<file path="src/rtl/clp_pkg.sv">
// Shared types, constants and helper functions for the loop-count header parser.
package clp_pkg;

    localparam int MAX_ID_BYTES = 16;
    localparam int COUNT_BITS   = 16;
    localparam int ID_LEN_W     = 5;
    localparam int LIT_LEN      = 7;

    localparam logic [COUNT_BITS-1:0] COUNT_MAX = {COUNT_BITS{1'b1}};

    // configuration register indexes
    localparam logic [2:0] CFG_ENABLE        = 3'd0;
    localparam logic [2:0] CFG_MAX_LOOPS     = 3'd1;
    localparam logic [2:0] CFG_REJECT_STATUS = 3'd2;
    localparam logic [2:0] CFG_ID_LENGTH     = 3'd3;
    localparam logic [2:0] CFG_ID_BYTES_LOW  = 3'd4;
    localparam logic [2:0] CFG_ID_BYTES_HIGH = 3'd5;

    // reset values of the configuration registers
    localparam logic        RST_ENABLE        = 1'b0;
    localparam logic [15:0] RST_MAX_LOOPS     = 16'd10;
    localparam logic [9:0]  RST_REJECT_STATUS = 10'd508;
    localparam logic [4:0]  RST_ID_LENGTH     = 5'd5;
    localparam logic [63:0] RST_ID_BYTES_LOW  = 64'd517248477038;
    localparam logic [63:0] RST_ID_BYTES_HIGH = 64'd0;

    // entry parse phases
    localparam logic [2:0] PH_LEAD = 3'd0;
    localparam logic [2:0] PH_ID   = 3'd1;
    localparam logic [2:0] PH_LIT  = 3'd2;
    localparam logic [2:0] PH_NUM  = 3'd3;
    localparam logic [2:0] PH_SKIP = 3'd4;

    localparam logic [7:0] CH_SPACE = 8'h20;
    localparam logic [7:0] CH_SEMI  = 8'h3b;
    localparam logic [7:0] CH_COMMA = 8'h2c;
    localparam logic [7:0] CH_ZERO  = 8'h30;
    localparam logic [7:0] CH_NINE  = 8'h39;
    localparam logic [7:0] CH_UP_A  = 8'h41;
    localparam logic [7:0] CH_UP_Z  = 8'h5a;

    typedef struct packed {
        logic [7:0] header_byte;
        logic       last_byte;
        logic       no_header;
    } t_in;

    typedef struct packed {
        logic [15:0] loop_count;
        logic [15:0] forward_count;
        logic        over_limit;
        logic [9:0]  response_status;
    } t_out;

    function automatic logic [7:0] to_lower(input logic [7:0] c);
        logic [7:0] r;
        r = c;
        if (c >= CH_UP_A && c <= CH_UP_Z) begin
            r = c | 8'h20;
        end
        return r;
    endfunction

    // " loops=" one character at a time
    function automatic logic [7:0] lit_char(input logic [2:0] i);
        logic [7:0] r;
        case (i)
            3'd0:    r = 8'h20;
            3'd1:    r = 8'h6c;
            3'd2:    r = 8'h6f;
            3'd3:    r = 8'h6f;
            3'd4:    r = 8'h70;
            3'd5:    r = 8'h73;
            3'd6:    r = 8'h3d;
            default: r = 8'h00;
        endcase
        return r;
    endfunction

endpackage

</file>
<file path="src/rtl/cdn_loop_count_parser_core.sv">
// Loop-count header parser: byte-serial parse of a loop-detection header value.
//
// Input channel (i_in_valid / o_in_ready / i_in_data) takes one header byte per
// transaction, with last_byte marking the final byte. A transaction with
// no_header set ends the header at once and reports a count of 0.
// Output channel (o_out_valid / i_out_ready / o_out_data) carries one result per
// header: loop count, count plus one (saturating), over-limit flag and response status.
// Configuration channel (i_cfg_valid / o_cfg_ready / i_cfg_index / i_cfg_data) is
// always ready and writes one register per transaction; write it only while idle.
//
// Throughput: one byte per cycle while the output is not stalled. Each byte updates
// the parse state in the cycle it is accepted; the result for a final byte sits in
// the output register from the next cycle.
// The output register decouples the two sides: input is taken while the output
// is empty or being drained in the same cycle. A stalled receiver holds the
// result and stops all intake until that result is taken.
// Reset (synchronous, active low) clears the parse state, empties the output
// register and loads the default configuration.
module cdn_loop_count_parser_core (
    input  logic            i_clk,
    input  logic            i_rst_n,
    input  logic            i_in_valid,
    output logic            o_in_ready,
    input  clp_pkg::t_in    i_in_data,
    output logic            o_out_valid,
    input  logic            i_out_ready,
    output clp_pkg::t_out   o_out_data,
    input  logic            i_cfg_valid,
    output logic            o_cfg_ready,
    input  logic [2:0]      i_cfg_index,
    input  logic [63:0]     i_cfg_data
);

    localparam int CB = clp_pkg::COUNT_BITS;

    // configuration
    logic        r_enable;
    logic [15:0] r_max_loops;
    logic [9:0]  r_reject_status;
    logic [4:0]  r_id_length;
    logic [63:0] r_id_low;
    logic [63:0] r_id_high;

    // parse state
    logic [2:0]    r_phase,       n_phase;
    logic [4:0]    r_id_pos,      n_id_pos;
    logic [2:0]    r_lit_pos,     n_lit_pos;
    logic [CB-1:0] r_digit,       n_digit;
    logic          r_seen,        n_seen;
    logic          r_space,       n_space;
    logic          r_match,       n_match;
    logic [CB-1:0] r_count,       n_count;

    logic          r_out_valid;
    clp_pkg::t_out r_out,         n_out;

    logic          in_fire;
    logic          emit;
    logic [7:0]    b;
    logic [7:0]    b_low;
    logic          len_ok;
    logic [15:0][7:0] id_arr;
    logic [2:0]    ph_e;
    logic [4:0]    pos_e;
    logic [CB+3:0] mac;
    logic [CB-1:0] fin_count;

    assign o_cfg_ready = 1'b1;
    assign o_in_ready  = !r_out_valid || i_out_ready;
    assign in_fire     = i_in_valid && o_in_ready;
    assign o_out_valid = r_out_valid;
    assign o_out_data  = r_out;

    assign b      = i_in_data.header_byte;
    assign b_low  = clp_pkg::to_lower(b);
    assign len_ok = (r_id_length != 5'd0) &&
                    (r_id_length <= 5'(clp_pkg::MAX_ID_BYTES));
    assign id_arr = {r_id_high, r_id_low};
    assign ph_e   = (r_phase == clp_pkg::PH_LEAD) ? clp_pkg::PH_ID : r_phase;
    assign pos_e  = (r_phase == clp_pkg::PH_LEAD) ? 5'd0 : r_id_pos;
    // value * 10 + digit
    assign mac    = {1'b0, r_digit, 3'b000} + {3'b000, r_digit, 1'b0} +
                    (CB+4)'(b[3:0]);
    assign emit   = i_in_data.no_header || i_in_data.last_byte;

    always_comb begin
        n_phase   = r_phase;
        n_id_pos  = r_id_pos;
        n_lit_pos = r_lit_pos;
        n_digit   = r_digit;
        n_seen    = r_seen;
        n_space   = r_space;
        n_match   = r_match;
        n_count   = r_count;

        // byte step (commas skip this and go straight to end of entry)
        if (b != clp_pkg::CH_COMMA && !(r_phase == clp_pkg::PH_LEAD && b == clp_pkg::CH_SPACE))
        begin
            case (ph_e)
                clp_pkg::PH_ID: begin
                    if (b == clp_pkg::CH_SEMI) begin
                        if (len_ok && pos_e == r_id_length) begin
                            n_phase   = clp_pkg::PH_LIT;
                            n_lit_pos = 3'd0;
                        end else begin
                            n_phase = clp_pkg::PH_SKIP;
                        end
                    end else if (len_ok && pos_e < r_id_length &&
                                 b_low == clp_pkg::to_lower(id_arr[pos_e[3:0]])) begin
                        n_phase  = clp_pkg::PH_ID;
                        n_id_pos = pos_e + 5'd1;
                    end else begin
                        n_phase = clp_pkg::PH_SKIP;
                    end
                end
                clp_pkg::PH_LIT: begin
                    if (r_lit_pos < 3'(clp_pkg::LIT_LEN) &&
                        b_low == clp_pkg::lit_char(r_lit_pos)) begin
                        n_lit_pos = r_lit_pos + 3'd1;
                        if (r_lit_pos == 3'(clp_pkg::LIT_LEN - 1)) begin
                            n_phase = clp_pkg::PH_NUM;
                            n_digit = '0;
                            n_seen  = 1'b0;
                            n_space = 1'b0;
                        end
                    end else begin
                        n_phase = clp_pkg::PH_SKIP;
                    end
                end
                clp_pkg::PH_NUM: begin
                    if (b >= clp_pkg::CH_ZERO && b <= clp_pkg::CH_NINE && !r_space) begin
                        n_digit = (mac > (CB+4)'(clp_pkg::COUNT_MAX)) ?
                                  clp_pkg::COUNT_MAX : mac[CB-1:0];
                        n_seen  = 1'b1;
                    end else if (b == clp_pkg::CH_SPACE && r_seen) begin
                        n_space = 1'b1;
                    end else begin
                        n_phase = clp_pkg::PH_SKIP;
                    end
                end
                default: begin
                end
            endcase
        end

        // end of entry: first complete match wins
        if (b == clp_pkg::CH_COMMA || i_in_data.last_byte) begin
            if (n_phase == clp_pkg::PH_NUM && n_seen && !n_match) begin
                n_match = 1'b1;
                n_count = n_digit;
            end
            n_phase   = clp_pkg::PH_LEAD;
            n_id_pos  = 5'd0;
            n_lit_pos = 3'd0;
            n_digit   = '0;
            n_seen    = 1'b0;
            n_space   = 1'b0;
        end

        if (i_in_data.no_header) begin
            n_match = 1'b0;
            n_count = '0;
        end

        fin_count = n_match ? n_count : '0;
        n_out.loop_count      = fin_count;
        n_out.forward_count   = (fin_count == clp_pkg::COUNT_MAX) ?
                                clp_pkg::COUNT_MAX : fin_count + 16'd1;
        n_out.over_limit      = r_enable && (fin_count > r_max_loops);
        n_out.response_status = n_out.over_limit ? r_reject_status : 10'd0;

        // whole header done: clear for the next one
        if (emit) begin
            n_phase   = clp_pkg::PH_LEAD;
            n_id_pos  = 5'd0;
            n_lit_pos = 3'd0;
            n_digit   = '0;
            n_seen    = 1'b0;
            n_space   = 1'b0;
            n_match   = 1'b0;
            n_count   = '0;
        end
    end

    always_ff @(posedge i_clk) begin
        if (!i_rst_n) begin
            r_enable        <= clp_pkg::RST_ENABLE;
            r_max_loops     <= clp_pkg::RST_MAX_LOOPS;
            r_reject_status <= clp_pkg::RST_REJECT_STATUS;
            r_id_length     <= clp_pkg::RST_ID_LENGTH;
            r_id_low        <= clp_pkg::RST_ID_BYTES_LOW;
            r_id_high       <= clp_pkg::RST_ID_BYTES_HIGH;
        end else if (i_cfg_valid) begin
            case (i_cfg_index)
                clp_pkg::CFG_ENABLE:        r_enable        <= i_cfg_data[0];
                clp_pkg::CFG_MAX_LOOPS:     r_max_loops     <= i_cfg_data[15:0];
                clp_pkg::CFG_REJECT_STATUS: r_reject_status <= i_cfg_data[9:0];
                clp_pkg::CFG_ID_LENGTH:     r_id_length     <= i_cfg_data[4:0];
                clp_pkg::CFG_ID_BYTES_LOW:  r_id_low        <= i_cfg_data;
                clp_pkg::CFG_ID_BYTES_HIGH: r_id_high       <= i_cfg_data;
                default: begin
                end
            endcase
        end
    end

    always_ff @(posedge i_clk) begin
        if (!i_rst_n) begin
            r_phase     <= clp_pkg::PH_LEAD;
            r_id_pos    <= 5'd0;
            r_lit_pos   <= 3'd0;
            r_digit     <= '0;
            r_seen      <= 1'b0;
            r_space     <= 1'b0;
            r_match     <= 1'b0;
            r_count     <= '0;
            r_out_valid <= 1'b0;
        end else begin
            if (in_fire) begin
                r_phase   <= n_phase;
                r_id_pos  <= n_id_pos;
                r_lit_pos <= n_lit_pos;
                r_digit   <= n_digit;
                r_seen    <= n_seen;
                r_space   <= n_space;
                r_match   <= n_match;
                r_count   <= n_count;
            end
            if (in_fire && emit) begin
                r_out_valid <= 1'b1;
            end else if (i_out_ready) begin
                r_out_valid <= 1'b0;
            end
        end
    end

    always_ff @(posedge i_clk) begin
        if (in_fire && emit) begin
            r_out <= n_out;
        end
    end

    // no intake while a result is held against a stalled receiver
    a_no_overrun: assert property (@(posedge i_clk) disable iff (!i_rst_n)
        (r_out_valid && !i_out_ready) |-> !o_in_ready)
        else $error("input accepted over a held result");

    // a finished header leaves a clean parse state
    a_clear_after_emit: assert property (@(posedge i_clk) disable iff (!i_rst_n)
        (in_fire && emit) |=> (r_phase == clp_pkg::PH_LEAD && !r_match &&
                               r_count == '0 && r_digit == '0))
        else $error("parse state not cleared after header end");

    // a pass result carries no status
    a_pass_status: assert property (@(posedge i_clk) disable iff (!i_rst_n)
        (r_out_valid && !r_out.over_limit) |-> (r_out.response_status == 10'd0))
        else $error("status set on a passing result");

    a_id_pos_range: assert property (@(posedge i_clk) disable iff (!i_rst_n)
        r_id_pos <= 5'(clp_pkg::MAX_ID_BYTES))
        else $error("identifier position beyond maximum");

endmodule
</file>
<file path="config.mk">
export PLATFORM = sky130hd
export DESIGN_NAME = cdn_loop_count_parser_core
export DESIGN_NICKNAME = d
export VERILOG_FILES = /design/src/rtl/clp_pkg.sv /design/src/rtl/cdn_loop_count_parser_core.sv
export SDC_FILE = /design/constraint.sdc
export NUM_CORES = 1
export LEC_CHECK = 0
export BUFFER_PORTS_ARGS = -buffer_cell sky130_fd_sc_hd__buf_2
export CORE_ASPECT_RATIO = 1.75
export CORE_UTILIZATION = 35
export CTS_CLUSTER_DIAMETER = 50
export DETAILED_ROUTE_END_ITERATION = 8
export PLACE_DENSITY = 0.63
export SLEW_MARGIN = 20
export SYNTH_ARGS = -nofsm -noshare
export SYNTH_HDL_FRONTEND = slang
export SYNTH_SLANG_ARGS = --single-unit
</file>
<file path="constraint.sdc">
create_clock -name i_clk -period 17.6 [get_ports i_clk]
set_clock_uncertainty 0.15 [all_clocks]
set_input_delay 3.52 -clock i_clk [delete_from_list [all_inputs] [get_ports i_clk]]
set_output_delay 3.52 -clock i_clk [all_outputs]
set_load 0.05 [all_outputs]
</file>
==> metrics.md <==
| Metric | Value |
|---|---|
| Fraction of met1 tracks used by global routing | 21.2% |
| Sink count of the clock tree | 250 |
| Post-Route Hold Slack | a little over 0.3 ns |
| Setup slack at placement | between 8 and 9 ns |
| Main combinational cell family by area after synthesis | compound AO/OA/AOI/OAI gates |
| Depth of the CTS H-tree | 1 |
| Die area | 0.0417 mm^2 |
| Area growth from synthesis to final layout | 13.2% |
| Post-synth top flop | sky130_fd_sc_hd__dfxtp_1 |
| Slew Viols, Final | 0 |
| Share of the synthesized netlist area taken by xor and xnor gates | 1.47% |
| Seq/Total Area, Yosys | between 30% and 40% |
| Crit Path Max Fanout | 12 |
| Number of cell rows | a little under 100 |
| Detailed-route wire length per cell | 18.7 um |
| Ports | roughly 130 |
| Total via count after detailed routing | 12600 |
| Root buffer cell | sky130_fd_sc_hd__clkbuf_16 |
| Global-route wire length before repair | 66.9 mm |
| Reported leakage power | just over 6 nW |
| Final critical delay including setup and external delays | 8.70 ns |
| DR iter-0 viols | 745 |
| Count of cells resized by post-cts repair | 0 |
| Die boundary width | between 150 and 200 um |
| Peak clock frequency supported by timing | between 100 and 150 MHz |
| Start-to-end type of the worst setup path | input port to register |
| Fraction of the cycle the final worst path needs | around 49% |
| Detailed-router iteration count before antenna repair | 5 |
| Post-CTS setup buffers | 0 |
| Summed area of non-filler cells in the final layout | 0.0162 mm^2 |
| Largest net degree at the start of global routing | approximately 120 |
| Number of endpoints with negative hold slack in the final report | 0 |
| Global Route met3 Usage | ~2.3% |
| Multiplexer fraction of the synthesized cell area | under 10% |
| Cell Area, Placed | ~0.015 mm^2 |
| GRT busiest layer | met2 |
| Result of the run | completed |
| Count of fill cells added during filler insertion | between 4000 and 5000 |
| Per-instance average area after synthesis | ~8.6 um^2 |
| Num CTS Buffers | 27 |
| Basic-gate share of the synthesized area counting and, or, nand and nor cells | between 20% and 30% |
| Total congestion overflow after global routing | 0 |
| Clock-pin transition on the worst setup and hold timing paths | around 0.06 ns |
| Unrepaired setup endpoints after global routing | false |
| Total core area | about 0.04 mm^2 |
| Req. time, crit path | between 15 and 20 ns |
| Per-cell via count in the routed design | 5.48 |
| Worst-skew pair later-pin latency | ~0.55 ns |
| Arrival time at the worst endpoint | approximately 8.8 ns |
| Post-route antenna net violation count | 0 |
| Detailed-route DRC error count | 0 |
| Slew HR | 29.9% |
| Ys async rst share | 0% |
| Combined global-route utilization of all metal layers | 20.4% |
| Finish-stage setup viols | 0 |
| Post-synthesis instance area | about 0.014 mm^2 |
| Post-synthesis cell count | around 1700 |
| Quantity of hold-fixing buffers added after cts | 0 |
| Final wirelength | approximately 43 mm |
| Number of warnings issued by yosys | 0 |
| Count of cell types in the netlist | 112 |
| Buffers added on ports | approximately 130 |
| Ratio of cells with drive above 1 in the final layout | 15.0% |
| GR Layer Usage met2 | between 30% and 40% |
| CTS max path bufs | 3 |
| HPWL reported at the end of detailed placement | ~31 mm |
| Number of antenna violations at the first check in global routing | 3 |
| Vias in the first global route | 12200 |
| TNS Setup | 0 ns |
| Post-synthesis adder-cell area fraction | under 10% |
| Flip-flop and latch count after synthesis | 250 |
| Max cap viols | 0 |
| Count of nets after finishing | roughly 1900 |
| Areal power density over the cells | 80.6 mW/mm^2 |
| Type of origin of the critical path | input port |
| Count of flip-flops with a built-in enable after synthesis | 43 |
| Routability congestion estimate | slightly above 0.9 |
| Sequential standard cell area | roughly 0.0054 mm^2 |
| Hold crit path type | register to register |
| Height of the chip | between 200 and 300 um |
| Area taken by multi-input logic gates | 0.00817 mm^2 |
| PnR worst setup slack | between 8 and 9 ns |
| Largest voltage drop on the vdd net | 63.1 uV |
| Compound-gate portion of the synthesized area | a little under a quarter |
| Layout Utilization | approximately two fifths |
| Number of nets in the synthesized netlist | 1811 |
| CP Capture Type | register |
| CTS tree | done |
| Measured slew at the worst slew-check pin | about 1.1 ns |
| Effective utilization at floorplan | 35.6% |
| Antenna cells | 0 |
-- cell usage after synthesis (6+ instances only) --
| master | count | share of area, % |
|---|---|---|
| sky130_fd_sc_hd__nand2_1 | 379 | 10 |
| sky130_fd_sc_hd__dfxtp_1 | 207 | 29 |
| sky130_fd_sc_hd__a21boi_0 | 130 | 6.8 |
| sky130_fd_sc_hd__clkbuf_1 | 68 | 1.8 |
| sky130_fd_sc_hd__nand3_1 | 64 | 2.2 |
| sky130_fd_sc_hd__inv_1 | 62 | 1.6 |
| sky130_fd_sc_hd__ha_1 | 59 | 5.2 |
| sky130_fd_sc_hd__a21oi_1 | 57 | 2.0 |
| sky130_fd_sc_hd__nor2_1 | 55 | 1.4 |
| sky130_fd_sc_hd__o21ai_0 | 49 | 1.7 |
| sky130_fd_sc_hd__edfxtp_1 | 43 | 9.0 |
| sky130_fd_sc_hd__nor2b_1 | 39 | 1.7 |
| sky130_fd_sc_hd__mux2i_1 | 32 | 2.2 |
| sky130_fd_sc_hd__and2_1 | 29 | 1.3 |
| sky130_fd_sc_hd__a22oi_1 | 27 | 1.4 |
| sky130_fd_sc_hd__buf_2 | 18 | 0.63 |
| sky130_fd_sc_hd__xnor2_1 | 18 | 1.1 |
| sky130_fd_sc_hd__a31oi_1 | 16 | 0.70 |
| sky130_fd_sc_hd__mux4_2 | 15 | 2.4 |
| sky130_fd_sc_hd__o211ai_1 | 15 | 0.79 |
| sky130_fd_sc_hd__nand2b_1 | 14 | 0.61 |
| sky130_fd_sc_hd__o21ai_1 | 13 | 0.46 |
| sky130_fd_sc_hd__nor3_1 | 12 | 0.42 |
| sky130_fd_sc_hd__o21a_1 | 11 | 0.58 |
| sky130_fd_sc_hd__a21o_1 | 10 | 0.53 |
| sky130_fd_sc_hd__and3_1 | 10 | 0.44 |
| sky130_fd_sc_hd__buf_1 | 10 | 0.26 |
| sky130_fd_sc_hd__o2bb2ai_1 | 10 | 0.61 |
| sky130_fd_sc_hd__nand4_1 | 9 | 0.39 |
| sky130_fd_sc_hd__nor4_1 | 9 | 0.39 |
| sky130_fd_sc_hd__o31ai_1 | 8 | 0.42 |
| sky130_fd_sc_hd__or2_2 | 8 | 0.35 |
| sky130_fd_sc_hd__or3_1 | 7 | 0.31 |
| sky130_fd_sc_hd__a211oi_1 | 6 | 0.32 |
| sky130_fd_sc_hd__xor2_1 | 6 | 0.37 |
-- state kept, by name, indices dropped and copies added (netlist names) --
register / flops
o_out_data: 43
o_out_valid: 1
r_count: 16
r_digit: 16
r_enable: 1
r_id_high: 64
r_id_length: 5
r_id_low: 64
r_id_pos: 5
r_lit_pos: 3
r_match: 1
r_max_loops: 16
r_phase: 3
r_reject_status: 10
r_seen: 1
r_space: 1
-- where the power goes --
part,switching [mW],internal [mW],total (mW)
clock,0.239,0.336,0.575
combinational,0.0860,0.0391,0.125
sequential,0.00767,0.595,0.603
-- metrics by stage --
| step | instances | power [mW] |
|---|---|---|
| final | 2300 | 1.30 |
| after global routing | 2300 | 1.35 |
| after CTS | 2300 | 1.31 |
| after detailed placement | 2251 | 0.741 |
| after global placement | 2251 | 0.739 |
| after floorplan | 1668 | 0.698 |
-- layer usage --
layer	vias to the layer above	routed length, um
met5	-	0
met4	0	2730
met3	142	1570
met2	382	22800
met1	6027	15900
li1	6042	-
-- cell usage in the layout, fill, tap and decap left out, types with 9 or more instances in the layout --
master                      netlist  layout
sky130_fd_sc_hd__edfxtp_1        43      43
sky130_fd_sc_hd__a21o_1          10      10
sky130_fd_sc_hd__o211ai_1        15      15
sky130_fd_sc_hd__a31oi_1         16      16
sky130_fd_sc_hd__o21ai_0         49      49
sky130_fd_sc_hd__dfxtp_1        207     206
sky130_fd_sc_hd__clkbuf_16        0      28
sky130_fd_sc_hd__buf_2           18     125
sky130_fd_sc_hd__buf_4            2      17
sky130_fd_sc_hd__and2_1          29      29
sky130_fd_sc_hd__nand4_1          9       9
sky130_fd_sc_hd__a21oi_1         57      57
sky130_fd_sc_hd__nor2b_1         39      39
sky130_fd_sc_hd__nand3_1         64      62
sky130_fd_sc_hd__nand2_1        379     379
sky130_fd_sc_hd__mux2i_1         32      32
sky130_fd_sc_hd__mux4_2          15      15
sky130_fd_sc_hd__nand2b_1        14      14
sky130_fd_sc_hd__nor4_1           9       9
sky130_fd_sc_hd__nor2_1          55      55
sky130_fd_sc_hd__o2bb2ai_1       10      10
sky130_fd_sc_hd__o21ai_1         13      13
sky130_fd_sc_hd__o21a_1          11      11
sky130_fd_sc_hd__nor3_1          12      12
sky130_fd_sc_hd__inv_1           62      62
sky130_fd_sc_hd__a22oi_1         27      27
sky130_fd_sc_hd__a21boi_0       130     130
sky130_fd_sc_hd__ha_1            59      59
sky130_fd_sc_hd__xnor2_1         18      18
-- final cells by class --
class | instances | area share (%)
inverter | 63 | 1.46
multi-input combinational | 1252 | 50.5
clock buffer | 38 | 4.75
timing repair buffer | 142 | 4.66
sequential | 250 | 33.6
tap | 544 | 4.21
clock inverter | 11 | 0.781
-- worst max-delay path, stage by stage --
cell	delay [ns]
sky130_fd_sc_hd__buf_2	0.18
sky130_fd_sc_hd__fa_1	0.58
sky130_fd_sc_hd__inv_1	0.07
sky130_fd_sc_hd__fa_1	0.46
sky130_fd_sc_hd__nor2b_2	0.23
sky130_fd_sc_hd__o31ai_4	0.09
sky130_fd_sc_hd__a211oi_1	0.44
sky130_fd_sc_hd__o31a_1	0.36
sky130_fd_sc_hd__o21ai_0	0.20
sky130_fd_sc_hd__o221ai_1	0.23
sky130_fd_sc_hd__nand2_1	0.16
sky130_fd_sc_hd__a22oi_1	0.34
sky130_fd_sc_hd__or2_2	0.22
sky130_fd_sc_hd__inv_1	0.07
sky130_fd_sc_hd__ha_1	0.29
sky130_fd_sc_hd__a21oi_1	0.14
sky130_fd_sc_hd__nor2b_1	0.05
sky130_fd_sc_hd__o21ai_0	0.14
sky130_fd_sc_hd__nand2b_1	0.07
sky130_fd_sc_hd__a21oi_1	0.13
sky130_fd_sc_hd__nor2b_1	0.05
sky130_fd_sc_hd__o21ai_0	0.15
sky130_fd_sc_hd__nand2b_1	0.07
sky130_fd_sc_hd__a21oi_1	0.14
sky130_fd_sc_hd__a21oi_1	0.21
sky130_fd_sc_hd__and2_1	0.23
-- logic make-up after synthesis --
group,count (synthesis)
and+or+nand+nor,680
AOI/OAI and AO/OA,435
adders and majority gates,61
buffers and inverters,166
muxes,51
other,1
DFF,250
xor gates and xnor gates,24
-- worst paths after layout --
path | startpoint | to | slack (ns) | cells past startpoint
worst max-delay path | i_in_data[5] | o_out_data[2] | 8.90 | 26
worst min-delay path | r_reject_status[8] | r_reject_status[8] | 0.31 | 2
worst max register to register | r_phase[0] | o_out_data[2] | 11.07 | 26
worst min register to register | r_reject_status[8] | r_reject_status[8] | 0.31 | 2
No activity file was read; power rests on OpenSTA's default activity.
